### src/hw/rtl/smdb_pkg.sv
// ----------------------------------------------------------------------------
// smdb_pkg
// Shared types and codes for the double-buffered SPI master.
// ----------------------------------------------------------------------------
package smdb_pkg;

    // Transfer and divider sizing
    localparam int DATA_BITS    = 8;
    localparam int DIVIDER_BITS = 16;
    localparam int COUNT_BITS   = $clog2(DATA_BITS + 1);

    typedef logic [DATA_BITS-1:0]    data_t;
    typedef logic [DIVIDER_BITS-1:0] div_t;
    typedef logic [COUNT_BITS-1:0]   count_t;
    typedef logic [7:0]              byte_t;

    // Action codes
    localparam logic [1:0] ACT_TICK  = 2'd0;
    localparam logic [1:0] ACT_WRITE = 2'd1;
    localparam logic [1:0] ACT_READ  = 2'd2;

    // Register map
    localparam logic [1:0] REG_RX     = 2'd0;
    localparam logic [1:0] REG_TX     = 2'd1;
    localparam logic [1:0] REG_STATUS = 2'd2;
    localparam logic [1:0] REG_CTRL   = 2'd3;

    // Configuration register indexes
    localparam logic [1:0] CFG_HALF_PERIOD = 2'd0;
    localparam logic [1:0] CFG_POLARITY    = 2'd1;
    localparam logic [1:0] CFG_PHASE       = 2'd2;

    // Status and control bit positions
    localparam int STATUS_EMPTY_BIT  = 0;
    localparam int STATUS_READY_BIT  = 1;
    localparam int CTRL_PHASE_BIT    = 0;
    localparam int CTRL_POLARITY_BIT = 1;
    localparam int CTRL_SELECT_BIT   = 2;

    typedef struct packed {
        logic [1:0] action;
        logic [1:0] reg_index;
        byte_t      write_data;
        logic       miso_bit;
    } in_item_t;

    typedef struct packed {
        byte_t read_data;
        logic  sclk_level;
        logic  mosi_bit;
        logic  select_level;
        logic  write_dropped;
    } out_item_t;

endpackage

### src/hw/rtl/spi_master_double_buffered.sv
// ----------------------------------------------------------------------------
// spi_master_double_buffered
// The result of an accepted transaction appears on out_data in the cycle after it is accepted.
// Throughput: one transaction per cycle; all state updates in a single pass.
// The result register frees itself as it is taken, so input stalls only
// while out_valid is high and out_ready is low.
// Reset: asynchronous, active low; select deasserted, shifter idle, empty.
// ----------------------------------------------------------------------------
module spi_master_double_buffered (
    input  logic                 clk,
    input  logic                 rst_n,
    // configuration port
    input  logic                 cfg_write_en,
    input  logic [1:0]           cfg_index,
    input  logic [15:0]          cfg_data,
    // input channel
    input  logic                 in_valid,
    output logic                 in_ready,
    input  smdb_pkg::in_item_t   in_data,
    // result channel
    output logic                 out_valid,
    input  logic                 out_ready,
    output smdb_pkg::out_item_t  out_data
);

    // Configuration
    smdb_pkg::div_t   half_period_reg;
    logic             polarity_reg;
    logic             phase_reg;

    // Transfer state
    smdb_pkg::data_t  holding_reg,  holding_next;
    logic             hold_full_reg, hold_full_next;
    smdb_pkg::data_t  shift_reg,    shift_next;
    smdb_pkg::data_t  received_reg, received_next;
    smdb_pkg::count_t bits_left_reg, bits_left_next;
    logic             busy_reg,     busy_next;
    smdb_pkg::div_t   div_count_reg, div_count_next;
    logic             select_reg,   select_next;
    logic             past_lead_reg, past_lead_next;
    logic             sampled_reg,  sampled_next;

    // Result register
    logic                 out_valid_reg;
    smdb_pkg::out_item_t  out_item_reg;
    smdb_pkg::out_item_t  result;

    logic accept;

    assign in_ready  = !out_valid_reg || out_ready;
    assign accept    = in_valid && in_ready;
    assign out_valid = out_valid_reg;
    assign out_data  = out_item_reg;

    // Work out the next state and the result for one transaction
    always_comb
    begin
        smdb_pkg::div_t   limit;
        smdb_pkg::div_t   div_inc;
        smdb_pkg::count_t bits_dec;
        logic             shift_in;

        holding_next   = holding_reg;
        hold_full_next = hold_full_reg;
        shift_next     = shift_reg;
        received_next  = received_reg;
        bits_left_next = bits_left_reg;
        busy_next      = busy_reg;
        div_count_next = div_count_reg;
        select_next    = select_reg;
        past_lead_next = past_lead_reg;
        sampled_next   = sampled_reg;

        result               = '0;
        limit                = (half_period_reg == '0) ? smdb_pkg::div_t'(1) : half_period_reg;
        div_inc              = div_count_reg + smdb_pkg::div_t'(1);
        bits_dec             = (bits_left_reg != '0) ? bits_left_reg - smdb_pkg::count_t'(1)
                                                     : bits_left_reg;
        shift_in             = phase_reg ? in_data.miso_bit : sampled_reg;

        case (in_data.action)
            smdb_pkg::ACT_TICK:
            begin
                if (!busy_reg)
                begin
                    // load a waiting byte into the idle shifter
                    if (hold_full_reg)
                    begin
                        shift_next     = holding_reg;
                        hold_full_next = 1'b0;
                        busy_next      = 1'b1;
                        bits_left_next = smdb_pkg::count_t'(smdb_pkg::DATA_BITS);
                        div_count_next = '0;
                        past_lead_next = 1'b0;
                    end
                end
                else if (div_inc >= limit || div_inc == '0)
                begin
                    // divider ran out: make one serial clock edge
                    div_count_next = '0;
                    if (!past_lead_reg)
                    begin
                        past_lead_next = 1'b1;
                        if (!phase_reg)
                        begin
                            sampled_next = in_data.miso_bit;
                        end
                    end
                    else
                    begin
                        past_lead_next = 1'b0;
                        shift_next     = {shift_reg[smdb_pkg::DATA_BITS-2:0], shift_in};
                        bits_left_next = bits_dec;
                        if (bits_dec == '0)
                        begin
                            received_next = {shift_reg[smdb_pkg::DATA_BITS-2:0], shift_in};
                            busy_next     = 1'b0;
                        end
                    end
                end
                else
                begin
                    div_count_next = div_inc;
                end
            end
            smdb_pkg::ACT_WRITE:
            begin
                if (in_data.reg_index == smdb_pkg::REG_TX)
                begin
                    // drop the write while the holding register is full
                    if (hold_full_reg)
                    begin
                        result.write_dropped = 1'b1;
                    end
                    else
                    begin
                        holding_next   = smdb_pkg::data_t'(in_data.write_data);
                        hold_full_next = 1'b1;
                    end
                end
                else if (in_data.reg_index == smdb_pkg::REG_CTRL)
                begin
                    select_next = in_data.write_data[smdb_pkg::CTRL_SELECT_BIT];
                end
            end
            smdb_pkg::ACT_READ:
            begin
                case (in_data.reg_index)
                    smdb_pkg::REG_RX:
                    begin
                        result.read_data = smdb_pkg::byte_t'(received_reg);
                    end
                    smdb_pkg::REG_TX:
                    begin
                        result.read_data = smdb_pkg::byte_t'(holding_reg);
                    end
                    smdb_pkg::REG_STATUS:
                    begin
                        result.read_data[smdb_pkg::STATUS_EMPTY_BIT] =
                            !busy_reg && !hold_full_reg;
                        result.read_data[smdb_pkg::STATUS_READY_BIT] = !hold_full_reg;
                    end
                    default:
                    begin
                        result.read_data[smdb_pkg::CTRL_SELECT_BIT]   = select_reg;
                        result.read_data[smdb_pkg::CTRL_POLARITY_BIT] = polarity_reg;
                        result.read_data[smdb_pkg::CTRL_PHASE_BIT]    = phase_reg;
                    end
                endcase
            end
            default:
            begin
                // unused action: no effect
            end
        endcase

        // Pins after the transaction
        result.sclk_level   = polarity_reg ^ past_lead_next;
        result.mosi_bit     = busy_next && shift_next[smdb_pkg::DATA_BITS-1];
        result.select_level = select_next;
    end

    // Hold configuration; the user must write it only while idle, which the block itself does not enforce
    always_ff @(posedge clk or negedge rst_n)
    begin
        if (!rst_n)
        begin
            half_period_reg <= smdb_pkg::div_t'(1);
            polarity_reg    <= 1'b0;
            phase_reg       <= 1'b0;
        end
        else if (cfg_write_en)
        begin
            case (cfg_index)
                smdb_pkg::CFG_HALF_PERIOD: half_period_reg <= smdb_pkg::div_t'(cfg_data);
                smdb_pkg::CFG_POLARITY:    polarity_reg    <= cfg_data[0];
                smdb_pkg::CFG_PHASE:       phase_reg       <= cfg_data[0];
                default:
                begin
                    // no register at this index
                end
            endcase
        end
    end

    // Advance transfer state on each accepted transaction
    always_ff @(posedge clk or negedge rst_n)
    begin
        if (!rst_n)
        begin
            holding_reg   <= '0;
            hold_full_reg <= 1'b0;
            shift_reg     <= '0;
            received_reg  <= '0;
            bits_left_reg <= '0;
            busy_reg      <= 1'b0;
            div_count_reg <= '0;
            select_reg    <= 1'b1;
            past_lead_reg <= 1'b0;
            sampled_reg   <= 1'b0;
        end
        else if (accept)
        begin
            holding_reg   <= holding_next;
            hold_full_reg <= hold_full_next;
            shift_reg     <= shift_next;
            received_reg  <= received_next;
            bits_left_reg <= bits_left_next;
            busy_reg      <= busy_next;
            div_count_reg <= div_count_next;
            select_reg    <= select_next;
            past_lead_reg <= past_lead_next;
            sampled_reg   <= sampled_next;
        end
    end

    // Result valid flag
    always_ff @(posedge clk or negedge rst_n)
    begin
        if (!rst_n)
        begin
            out_valid_reg <= 1'b0;
        end
        else if (in_ready)
        begin
            out_valid_reg <= in_valid;
        end
    end

    // Result payload
    always_ff @(posedge clk)
    begin
        if (accept)
        begin
            out_item_reg <= result;
        end
    end

endmodule

### config.mk
export PLATFORM = sky130hd
export DESIGN_NAME = spi_master_double_buffered
export DESIGN_NICKNAME = d
export VERILOG_FILES = /design/src/hw/rtl/smdb_pkg.sv /design/src/hw/rtl/spi_master_double_buffered.sv
export SDC_FILE = /design/constraint.sdc
export NUM_CORES = 1
export LEC_CHECK = 0
export BUFFER_PORTS_ARGS = -buffer_cell sky130_fd_sc_hd__buf_4
export CORE_UTILIZATION = 57
export CTS_BUF_LIST = sky130_fd_sc_hd__clkbuf_4
export CTS_CLUSTER_DIAMETER = 40
export DETAILED_ROUTE_END_ITERATION = 16
export MAX_ROUTING_LAYER = met4
export PLACE_DENSITY = 0.84
export SLEW_MARGIN = 10
export SYNTH_ARGS = -nofsm -noshare
export SYNTH_HDL_FRONTEND = slang
export SYNTH_SLANG_ARGS = --single-unit
### constraint.sdc
create_clock -name clk -period 4.3 [get_ports clk]
set_input_delay 0 -clock clk [delete_from_list [all_inputs] [get_ports clk]]
set_output_delay 0 -clock clk [all_outputs]
set_load 0.03 [all_outputs]
# After elaboration in Yosys (flattened, before gate mapping)
# Cells that the tools add are included.
classes:
  n_reduce_logical: 27
  n_lt_le_gt_ge: 1
  add_sub_neg: 2
  n_mux: 35
  n_bitwise: 4
  eq_ne: 11
op_table:
  columns: ["operator", "count"]
  rows:
  - ["16-bit 2-to-1 mux", 4]
  - ["8-bit 2-to-1 mux", 5]
  - ["16-bit logical NOT", 2]
  - ["4-bit 2-to-1 mux", 5]
  - ["1-bit 2-to-1 mux", 17]
  - ["16-bit by 1-bit adder with 16-bit output (second input constant)", 1]
  - ["16-bit >= comparator", 1]
  - ["6-bit AND reduction", 2]
  - ["5-bit one-hot mux with 2 select lines", 1]
  - ["2-bit equality test (second input constant)", 4]
  - ["2-bit AND reduction", 4]
  - ["4-bit AND reduction", 2]
  - ["2-bit by 1-bit equality test with 1-bit output (second input constant)", 3]
  - ["2-bit logical NOT", 3]
  - ["2-bit one-hot mux with 3 select lines", 1]
  - ["5-bit AND reduction", 1]
  - ["4-bit logical NOT", 1]
  - ["2-bit by 1-bit inequality test with 1-bit output (second input constant)", 2]
  - ["2-bit inequality test (second input constant)", 2]
  - ["2-bit nonzero test", 2]
  - ["4-bit nonzero test", 1]
  - ["4-bit by 1-bit subtractor with 4-bit output (second input constant)", 1]
  - ["1-bit logical AND", 3]
  - ["1-bit logical NOT", 3]
  - ["6 further kinds", 9]
word_totals:
  inputBits: 36
  out_inout_bits: 14
  reg_bits: 80

# Logic depth before layout (Yosys ltp)
logic_depth:
  ltp_word: 9
  mapped_depth: 17
  depth_no_buf: 14

# Worst setup path before layout
# No wires, ideal clock.
synth_timing:
  path_kind: "flip-flop to flip-flop"
  startpoint: "register div_count_reg[0]"
  endpoint: "register shift_reg[0]"
  arrival_ps: 3433
  stages_incl_launch_ff: 15
  t_required_ps: 4175
  slack_ps: 742
  path_cell_list: "dfrtp_1 -> nand3_1 -> clkbuf_1 -> nor3_1 -> xor2_1 -> ha_1 -> a21oi_1 -> o21ai_0 -> a2111oi_0 -> nor2_1 -> a311o_1 -> or2_1 -> buf_6 -> a31oi_4 -> mux2_2"
synth_between:
  elab_chain_len: 5
  word_cells_on_any_way: 6
  cone_classes: "add/sub: 1; order compare: 1; eq/ne: 1; reduce/logical: 3"
synth_lines:
  columns: ["item", "line", "text"]
  rows:
  - ["from (decl)", "spi_master_double_buffered.sv:38", "smdb_pkg::div_t div_count_reg, div_count_next;"]
  - ["from (signal assigned)", "spi_master_double_buffered.sv:230", "div_count_reg <= div_count_next;"]
  - ["16-bit by 1-bit adder with 16-bit output (*)", "spi_master_double_buffered.sv:76", "div_inc = div_count_reg + smdb_pkg::div_t'(1);"]
  - ["16-bit >= comparator / 16-bit logical NOT (equally long branches)", "spi_master_double_buffered.sv:97", "else if (div_inc >= limit || div_inc == '0)"]
  - ["1-bit logical OR (*)", "spi_master_double_buffered.sv:97", null]
  - ["2-bit by 1-bit inequality test with 1-bit output (no source line) (*)", null, null]
  - ["5-bit AND reduction (no source line) (*)", null, null]
  - ["to (signal assigned)", "spi_master_double_buffered.sv:226", "shift_reg <= shift_next;"]
  - ["to (decl)", "spi_master_double_buffered.sv:34", "smdb_pkg::data_t shift_reg, shift_next;"]
# Every way passes the cells marked *; elsewhere a longest branch is shown, timed or not.
# A chain may end at the register's enable or synchronous reset.

# Worst setup path after layout
layout_timing:
  startpoint: "register div_count_reg[3]"
  endpoint: "register shift_reg[7]"
layout_between:
  elab_chain_len: 6
  word_cells_on_any_way: 7
  cone_classes: "add/sub: 1; order compare: 1; mux: 3; reduce/logical: 2"
layout_lines:
  columns: ["item", "line", "text"]
  rows:
  - ["16-bit by 1-bit adder with 16-bit output (*)", "spi_master_double_buffered.sv:76", null]
  - ["16-bit >= comparator / 16-bit logical NOT (equally long branches)", "spi_master_double_buffered.sv:97", null]
  - ["1-bit logical OR (*)", "spi_master_double_buffered.sv:97", null]
  - ["8-bit 2-to-1 mux (*)", "spi_master_double_buffered.sv:97", null]
  - ["8-bit 2-to-1 mux (*)", "spi_master_double_buffered.sv:84", "if (!busy_reg)"]
  - ["8-bit 2-to-1 mux (*)", "spi_master_double_buffered.sv:81", "case (in_data.action)"]
# Every way passes the cells marked *; elsewhere a longest branch is shown, timed or not. The select of a mux whose other input is x is not followed.

==> flow_metrics.py <==
metrics = {
    "drt": {
        "vias": 3830,
        "viasPerCell": 6.10,
        "avgRoutedWirePerCell_um": 17.9,
        "dr.pass1.iters": 7,
        "drtAntennaViolNets": 0,
        "drc_errors": 0,
        "drtIter0Drc": 515,
        "routed_wl_mm": 11.3,
    },
    "run_status": {
        "status": "finished, final reports clean",
    },
    "synth": {
        "syn_nets": 498,
        "synth-edff-count": 12,
        "ys_ff_latch": 80,
        "syn_area_um2": 4530,
        "synth-seq-area-share": 0.456,
        "synth_top_flop_cell": "dfrtp_1",
        "syn_area_per_cell_um2": 10.2,
        "synth_cell_types": 68,
        "async_flop_share": 0.850,
        "synthCells": 444,
        "yosys_warnings": 0,
    },
    "timing": {
        "fin_ws_ps": 222,
        "drv_slew": 0,
        "max_freq_mhz": 245,
        "rsz0062_at_grt": "no",
        "hold_viol_final": 0,
        "fin_skew_ps": 22.6,
        "slew_headroom": 0.424,
        "period_needed_ps": 4080,
        "fin_crit_sh": 0.948,
        "hold_slack_ps": 50.5,
        "worst_slew_pin_slew_ps": 864,
        "setup_viol": 0,
        "finalSetupTns_ps": 0,
    },
    "final_layout": {
        "syn_to_final_growth_pct": 21.3,
        "antenna_cells": 0,
        "nNetsFinal": 575,
        "drive_above_1_share": 0.228,
        "post-route-util": 0.714,
    },
    "grt": {
        "overflow": 0,
        "grt_pass1_vias": 3802,
        "grt_usage": 0.295,
        "grt_pass1_wl_mm": 18.4,
        "grt_max_degree": 69,
        "antenna_found_initial": 0,
    },
    "power_and_ir_drop": {
        "power.leakage_nw": 2.48,
        "powerDensity_nw_per_um2": 352,
        "p_total_mw": 1.93,
        "peakVddDrop_mv": 0.367,
    },
    "worst_setup_path": {
        "start_kind": "register",
        "slowest_delay_ps": 480,
        "slowest_stage": "dfrtp_1",
        "critPathArrivalTime_ps": 4410,
        "end_kind": "register",
        "path_common_cell": "buf_4",
        "worstPathCellList": "nand4_1 > buf_4 > or3_1 > nand2_1 > ha_1 > a21oi_1 > o21ai_0 > a2111oi_2 > nor2_1 > a311o_1 > or2_4 > buf_4 > a221oi_1 > o22ai_1",
        "path_buf_inv": 2,
        "crit_fanout": 11,
        "cp_top_family": "compound AO/OA/AOI/OAI gates",
        "critical_path_class": "reg2reg",
        "cp_data_required_time_ps": 4630,
    },
    "floorplan": {
        "die_x_um": 91.1,
        "coreArea_um2": 7690,
        "io_pins": 50,
        "die_h_um": 91.1,
        "fp.dieArea_um2": 8300,
        "rows": 32,
        "start_util": 0.589,
    },
    "place": {
        "dp_hpwl_mm": 7.16,
        "io_buffers": 49,
        "dp_slack_ps": 99.0,
        "gp_congestion": 0.886,
    },
    "flow_run": {
        "cap_violations": 0,
    },
    "cts": {
        "clock_latency_ps": 460,
        "clockRootBuffer": "clkbuf_4",
        "clock_path_buffers": 2,
        "clock_sinks": 80,
        "htree_num_levels": 3,
        "clkTransAtPathRegs_ps": 150,
        "cts_tree": "built",
        "cts_made_buffers": 9,
    },
    "hold_path": {
        "hp-class": "in2reg",
    },
}
==> layout make-up <==
class,count,area (um^2)
well taps,102,128
repair buffers,91,773
clock buffers,9,67.6
inverters,22,82.6
flip-flops and latches,80,2060
fillers,541,2200
clock inverters,7,110
multi-input cells,317,2270
==> cell families (layout without fill, tap and decap cells) <==
logic type,count (synthesis),in the layout,share of synthesized area
xor gates and xnor gates,15,15,0.0307
buffers and inverters,47,129,0.0481
DFF,80,80,0.456
AOI/OAI and AO/OA,93,93,0.147
and+or+nand+nor,153,153,0.174
muxes,38,38,0.0948
adders and majority gates,18,18,0.0497
==> what timing repair did <==
| item | CTS | global route |
|---|---|---|
| endpoints found under the hold margin | 102 | 0 |
| setup buffers | 0 | 0 |
| hold buffers | 36 | 0 |
| gates resized for setup | 0 | 4 |
| endpoints found under the setup margin | 0 | 32 |
==> through the flow <==
step,instance area (um^2),instances
after global routing,5490,628
after CTS,5480,628
final,5490,628
after global placement,4940,576
after detailed placement,4940,576
after floorplan,4530,444
==> cells in the mapped netlist (12+ instances only) <==
master / count / area share
nand3_1: 12 / 0.013
ha_1: 18 / 0.050
nor2_1: 31 / 0.026
nor3_1: 12 / 0.013
o21ai_0: 26 / 0.029
clkbuf_1: 13 / 0.011
nand2_1: 50 / 0.041
inv_1: 21 / 0.017
mux2_2: 29 / 0.072
dfrtp_1: 66 / 0.36
edfxtp_1: 12 / 0.080
a21oi_1: 13 / 0.014
==> worst min-delay path, delay by kind of cell <==
family                 cells  cell delay (ps)
and+or+nand+nor            1               80
buffers and inverters      1              210
muxes                      1              110
==> report_power, final <==
| part | internal (mW) | total, mW | switching (mW) |
|---|---|---|---|
| Clock | 0.246 | 0.549 | 0.303 |
| Combinational | 0.196 | 0.431 | 0.236 |
| Sequential | 0.860 | 0.952 | 0.0922 |
| Total | 1.30 | 1.93 | 0.631 |
==> final timing paths <==
path                                               from                            to  slack, ps  cells past startpoint
max                        div_count_reg[3]$_DFFE_PN0P_      shift_reg[7]$_DFFE_PN0P_        220                     14
min reg2reg                      select_reg$_DFFE_PN1P_        select_reg$_DFFE_PN1P_        490                      2
min in group asynchronous                         rst_n         out_valid$_DFFE_PN0N_        160                      2
max in group asynchronous                         rst_n  bits_left_reg[0]$_DFFE_PN0P_       3550                      2
max reg2reg                div_count_reg[3]$_DFFE_PN0P_      shift_reg[7]$_DFFE_PN0P_        220                     14
min                                          in_data[9]    out_data[10]$_SDFFCE_PP0P_         50                      3
==> layer usage <==
layer	share of wire	track usage	vias up
li1	-	-	1773
met1	0.42	0.381	1857
met2	0.49	0.466	158
met3	0.054	0.0427	42
met4	0.029	0.134	0
met5	0	-	-
==> cell usage in the layout (no fill, tap or decap), types with 3 or more instances in the layout <==
cell           netlist  routed
a22o_1               8       8
inv_1               21      21
nand2_1             50      50
a31oi_1              6       6
nor2b_1              4       4
and3_1               3       3
edfxtp_1            12      12
o21ai_0             26      26
buf_4                2      55
dlygate4sd3_1        0      36
inv_6                0       3
o22ai_1              3       3
nand2b_1             5       5
ha_1                18      18
or3_1                4       4
o221ai_1             5       5
nor2_1              31      31
mux2_2              29      29
a21oi_1             13      13
nor3_1              12      12
clkbuf_4             0       9
a21o_1               3       3
nor4_1               8       7
dfrtp_1             66      66
xnor2_1              6       6
mux2i_1              8       8
nand4_1              4       4
xor2_1               8       8
a32o_1               8       8
nand3_1             12      12
Power figures use the tool's default switching activity.
